===== src/rtl/gradient_stop_interpolator_core_defines.svh =====
// Assertion macros for the gradient stop interpolator
`ifndef GRADIENT_STOP_INTERPOLATOR_CORE_DEFINES_SVH
`define GRADIENT_STOP_INTERPOLATOR_CORE_DEFINES_SVH
// Assert that an antecedent implies a consequent in the same cycle
`define GSI_ASSERT_IMP(label, clk, rst, a, c) \
  label: assert property (@(posedge clk) disable iff (rst) (a) |-> (c)) \
    else $error("gsi assertion failed");
// Assert that an antecedent implies a consequent in the next cycle
`define GSI_ASSERT_NEXT(label, clk, rst, a, c) \
  label: assert property (@(posedge clk) disable iff (rst) (a) |=> (c)) \
    else $error("gsi assertion failed");
`endif


===== src/rtl/gsi_pkg.sv =====
// ----------------------------------------------------------------------------
// gsi_pkg
// Shared constants, types and codes for the gradient stop interpolator.
// ----------------------------------------------------------------------------
package gsi_pkg;
  localparam int DEF_MAX_STOPS    = 16;
  localparam int DEF_MAX_CHANNELS = 8;
  localparam int NUM_OUT          = 8;
  localparam int VW               = 16;
  localparam int FW               = 17;

  localparam logic CMD_WRITE = 1'b0;
  localparam logic CMD_EVAL  = 1'b1;
  localparam logic [3:0] WORD_LOC = 4'd8;

  localparam logic [0:0] REG_STOP_COUNT     = 1'd0;
  localparam logic [0:0] REG_COLOR_CHANNELS = 1'd1;

  typedef logic [VW-1:0] val_t;
  typedef val_t [NUM_OUT-1:0] chan_vec_t;
endpackage


===== src/rtl/gsi_lerp.sv =====
// ----------------------------------------------------------------------------
// gsi_lerp
// Two-stage channel blend: products registered, then summed and shifted.
// ----------------------------------------------------------------------------
module gsi_lerp
  import gsi_pkg::*;
(
  input  logic          clk,
  input  logic          en,
  input  logic [VW-1:0] a,
  input  logic [VW-1:0] b,
  input  logic [FW-1:0] f,
  output logic [VW-1:0] y
);
  logic [VW+FW-1:0] pa, pb;
  logic [VW+FW:0]   sum;
  logic [FW-1:0]    g;

  assign g   = FW'(17'h10000) - f;
  assign sum = {1'b0, pa} + {1'b0, pb};

  // multiply, then add and drop the fraction
  always_ff @(posedge clk) begin
    if (en) begin
      pa <= a * g;
      pb <= b * f;
      y  <= sum[VW+VW-1:VW];
    end
  end
endmodule


===== config.mk =====
export PLATFORM = sky130hd
export DESIGN_NAME = gsi_lerp
export DESIGN_NICKNAME = d
export VERILOG_FILES = /design/src/rtl/gradient_stop_interpolator_core_defines.svh /design/src/rtl/gsi_pkg.sv /design/src/rtl/gsi_lerp.sv
export SDC_FILE = /design/constraint.sdc
export NUM_CORES = 1
export LEC_CHECK = 0
export BUFFER_PORTS_ARGS = -buffer_cell sky130_fd_sc_hd__clkbuf_2
export CAP_MARGIN = 10
export CORE_ASPECT_RATIO = 0.5
export CORE_MARGIN = 5
export CORE_UTILIZATION = 40
export CTS_CLUSTER_SIZE = 25
export DETAILED_ROUTE_END_ITERATION = 8
export PLACE_DENSITY_LB_ADDON = 0.12
export SYNTH_ARGS = -nofsm -noshare
export SYNTH_HDL_FRONTEND = slang
export SYNTH_SLANG_ARGS = --single-unit

===== constraint.sdc =====
create_clock -name clk -period 9.1 [get_ports clk]
set_input_delay 0.455 -clock clk [delete_from_list [all_inputs] [get_ports clk]]
set_output_delay 0.455 -clock clk [all_outputs]
set_load 0.1 [all_outputs]

-- Yosys cells after proc, flatten, opt, wreduce, memory -nomap -nowiden
Cells that the tools add are included.
- register bits: 80
- output and inout port bits: 16
- add/sub/neg operators: 2
- multiply operators: 2
- operators by type and width (cell ; count):
    multiplier 16 x 17 -> 32 bit ; 2
    adder 32 bit ; 1
    subtractor 17 bit, first input constant ; 1

-- Longest topological paths before layout
- depth in word-level cells: 2
- mapped depth: 32
- mapped depth without buffers: 29

-- Least setup slack after synthesis
No wires, ideal clock.
- path kind: in2reg
- start point: in f[1]
- end point: reg pa[28] (data pin)
- data arrival time: 7.399 ns
- stages: 30
- path slack: 1.443 ns
- required time: 8.842 ns
- buffers on the path: 2
- path through: clkbuf_1 inv_1 ha_1 nand2_1 or3_4 or4_4 nor4_2 xnor2_1 buf_2 nand2_1 fa_1 fa_1 fa_1 inv_1 fa_1 fa_1 inv_1 fa_1 inv_1 ha_1 a21o_1 a21o_1 a211oi_1 o21bai_1 a211oi_1 o21ai_1 a211oi_2 o21bai_1 a21o_1 xor2_1
- longest elaborated chain between the ends: 2
- ends and longest elaborated chain (element ; line ; source):
    start: declaration ; gsi_lerp.sv:12 ; input logic [FW-1:0] f,
    subtractor 17 bit ; gsi_lerp.sv:19 ; assign g = FW'(17'h10000) - f;
    multiplier 16 x 17 -> 32 bit ; gsi_lerp.sv:25 ; pa <= a * g;
    end signal: assignment ; gsi_lerp.sv:25 ;
    end: declaration ; gsi_lerp.sv:15 ; logic [VW+FW-1:0] pa, pb;
No other way between the ends.
A chain may end at the register's enable or synchronous reset.

-- Worst setup path after layout
Ends and elaborated chain as after synthesis.

==> parameters.txt <==
Parameter                              Value

Worst setup path
  Highest-delay cell along the critical path ... xnor2_1
  Start-to-end type of the worst setup path ... in2reg
  Kind of capture point of the worst setup path ... register
  Setup crit start kind ... primary input
  End point of the critical path ... pa[28]
  Max stage delay on crit path ... approximately 0.57 ns
  Largest delay share family, worst path ... adder cells
  Start point of the critical path ... f[1]
  Reg2reg start ... pa[15]
  Crit-path most repeated cell ... fa_1
  Worst reg2reg endpoint ... y[14]
  Crit path depth ... 29
  Endpoint required time on the critical path ... a little over 9 ns
  Maximum net fanout on the critical path ... 18
  Worst R2R Path Depth ... 11
  Data arrival, critical path ... around 8.3 ns
  Crit path buffers/inverters ... 5
  FF-to-FF setup slack ... 5.88 ns

Clocking
  Total of hold buffers inserted after clock tree synthesis ... 0
  Post-CTS Resized ... 0
  CTS tree ... built
  Bufs on Longest Clock Path ... 2
  Inserted Clock Buffers ... 9
  Number of sinks handled by clock tree synthesis ... 80
  Setup fix buffers added after clock tree synthesis ... 0
  H-Tree Level Count ... 3
  Worst-Skew Late Latency ... approximately 0.34 ns
  CTS clock-pin slew for the worst setup and hold paths ... ~0.070 ns
  Clock root buffer ... clkbuf_16

Finish
  Number of inserted diodes ... 0
  Post-layout nets ... 3000
  Post-synthesis to final-layout area growth ... 6.63%
  Layout cells sized above 1 ... between 5 and 6%

Timing
  Worst-margin pin slew ... approximately 1.2 ns
  Final hold viol count ... 0
  Post-route fraction of the period consumed by the critical path ... 90.3%
  Clock skew after layout ... 0.00789 ns
  Final count of pins violating max slew ... 0
  Time the worst path needs with I/O delays and setup ... 8.22 ns
  F_max ... between 100 and 150 MHz
  Setup total negative slack ... 0 ns
  Number of setup violations in the final report ... 0
  RSZ-0062 raised after global routing ... no
  Slew HR ... 16.2%

Detailed routing
  Number of vias in the routed layout ... 14686
  Residual DRC count ... 0
  Final ANT Viol Nets ... 0
  Routed vias/inst ... 4.88
  Sum of routed wire length over all layers ... about 54 mm
  WL/cell ... 17.9 um
  Detailed Routing Iterations Pass 1 ... 4
  Iter 0 DRT Violations ... 730

Run status
  Status ... finished, final reports clean

Global route
  Via count of the first global-routing pass ... ~16000
  Wire length of the first global-routing pass ... a little under 90 mm
  Antenna violations before repair ... 1
  Remaining global-route overflow ... 0
  Largest net degree at the start of global routing ... 81
  Overall Global Routing Usage ... 19.3%

Floorplanning
  Area of the core ... between 50000 and 60000 um^2
  Top-level I/O count ... 67
  Starting density of the core ... 40.6%
  Die width ... about 340 um
  Row Count ... 59
  Floorplan die height ... 173 um
  Die area ... between 50000 and 60000 um^2

Synth
  Area contributors post-synth ... fa_1 (39%), ha_1 (14%), edfxtp_1 (11%)
  Number of synthesized register bits ... 80
  Fraction of the mapped netlist area in simple logic gates ... between 10% and 20%
  XOR/XNOR Fraction of Synth Area ... under 10%
  Average cell area after synthesis ... roughly 9.3 um^2
  Sequential area share after synthesis ... between 10% and 20%
  Post-synth top area share ... roughly 39%
  Async set-or-reset flop fraction in the synthesized netlist ... 0%
  Mux contribution to synthesized area ... 0%
  Synth Area in Adders ... between 50% and 60%
  Main combinational cell family by area after synthesis ... adder cells
  Area of the mapped netlist ... between 20000 and 25000 um^2
  Number of enable-type register cells in the synthesized netlist ... 80
  Cell type contributing the most total cell area after synthesis ... fa_1
  Top_reg_cell synth ... edfxtp_1
  Compound-cell area share of the yosys netlist ... 5.48%
  Post-Syn Nets ... around 3000
  Synthesized instance count ... 2288
  Number of unique standard cell types used by synthesis ... between 50 and 60
  Count of warnings emitted by yosys ... 0

Place
  RePlAce Congestion ... 0.855
  IO Port Bufs ... 66
  Total half-perimeter wirelength after legalization and detailed placement ... around 43 mm

Min path
  Number of cells on the worst hold path ... 2
  Hold WC Path Type ... reg2reg

Run
  Number of max-cap violations ... 0
[how the worst min path moves through the flow]
| stage | startpoint | endpoint |
|---|---|---|
| 3_5_place_dp | pb[31] | y[15] |
| 2_1_floorplan | en | pa[0] |
| 6_report | pb[31] | y[15] |
| 3_3_place_gp | pb[31] | y[15] |
| 4_1_cts | pb[31] | y[15] |
| 5_1_grt | pb[31] | y[15] |
[worst reg2reg max path: stages, from the launching register on]
cell	delay (ns)
edfxtp_1	0.47
ha_1	0.38
nand3_1	0.17
o221ai_1	0.14
a21oi_1	0.17
nand3_1	0.24
o31ai_1	0.37
nand3_1	0.15
a31oi_1	0.37
o21ai_0	0.20
a211oi_1	0.26
a21oi_1	0.07
[cell families after synthesis]
family | after synthesis
compound gates | 173
flops | 80
fa+ha+maj | 647
xor+xnor | 88
simple gates | 702
buf+inv | 598
[per-layer routing]
metal	track usage (%)	wire length, um	up-vias
met5	0	0	-
met4	2.88	623	0
met3	2.24	1960	36
met2	31.1	24600	220
met1	28.6	26700	7493
li1	-	-	6937
[registers in the layout, summed over array words and instances, names as in the netlist]
register / flops
pa: 32
pb: 32
y: 16
[layout make-up]
type | count | area [um^2]
clock inverter | 7 | 101
tap | 701 | 877
fill | 5188 | 29600
timing repair buffer | 98 | 573
inverter | 503 | 1890
clock buffer | 9 | 225
sequential | 80 | 2400
multi-input combinational | 1610 | 16600
[Yosys cell counts (5+ instances only)]
cell,instances
and2_1,228
nor3_1,12
inv_1,503
xor2_1,21
buf_1,9
o21bai_1,11
a21o_1,34
nand2_1,344
and3_1,12
o21ai_0,27
nand3_1,22
nor2_1,49
a211oi_1,8
ha_1,233
nand2b_1,5
clkbuf_1,81
o21a_1,7
edfxtp_1,80
nand4_1,5
fa_1,414
a21oi_1,57
xnor2_1,65
[layout by cell type (no fill, tap or decap), types with 3 or more instances in the layout]
master,Yosys,final
inv_1,503,503
a211oi_2,3,3
o21a_1,7,7
a21o_1,34,34
nand4_1,5,5
nand2_1,344,344
nor2_1,49,49
clkbuf_2,0,65
nand4b_1,3,3
nand2b_1,5,5
nor3_1,12,12
and2_1,228,228
a31oi_1,4,4
and3_1,12,12
xor2_1,21,21
a21oi_2,3,3
clkbuf_16,0,9
nand3_1,22,22
ha_1,233,233
edfxtp_1,80,80
xnor2_1,65,65
or3_1,3,3
o21ai_1,4,4
inv_6,0,3
a21oi_1,57,57
nor2b_1,4,4
o21ai_0,27,27
fa_1,414,414
a211oi_1,8,8
o21bai_1,11,11
buf_4,0,33
[per-stage QoR]
| step | cell area [um^2] | instances | utilization [%] | worst slack, ns | hold WS, ns |
|---|---|---|---|---|---|
| 6_report | 22600 | 3008 | 43.3 | 0.880 | 0.648 |
| 5_1_grt | 22600 | 3008 | 43.3 | 0.482 | 0.686 |
| 4_1_cts | 22600 | 3008 | 43.3 | 0.923 | 0.656 |
| 3_5_place_dp | 22300 | 2992 | 42.7 | 0.567 | 0.641 |
| 3_3_place_gp | 22300 | 2992 | 42.7 | 0.721 | 0.654 |
| 2_1_floorplan | 21200 | 2288 | - | 1.44 | 0.567 |
Power is left out: the tool's default activity adds up to more than one toggle a clock period on the data nets, which glitch-free logic cannot reach.
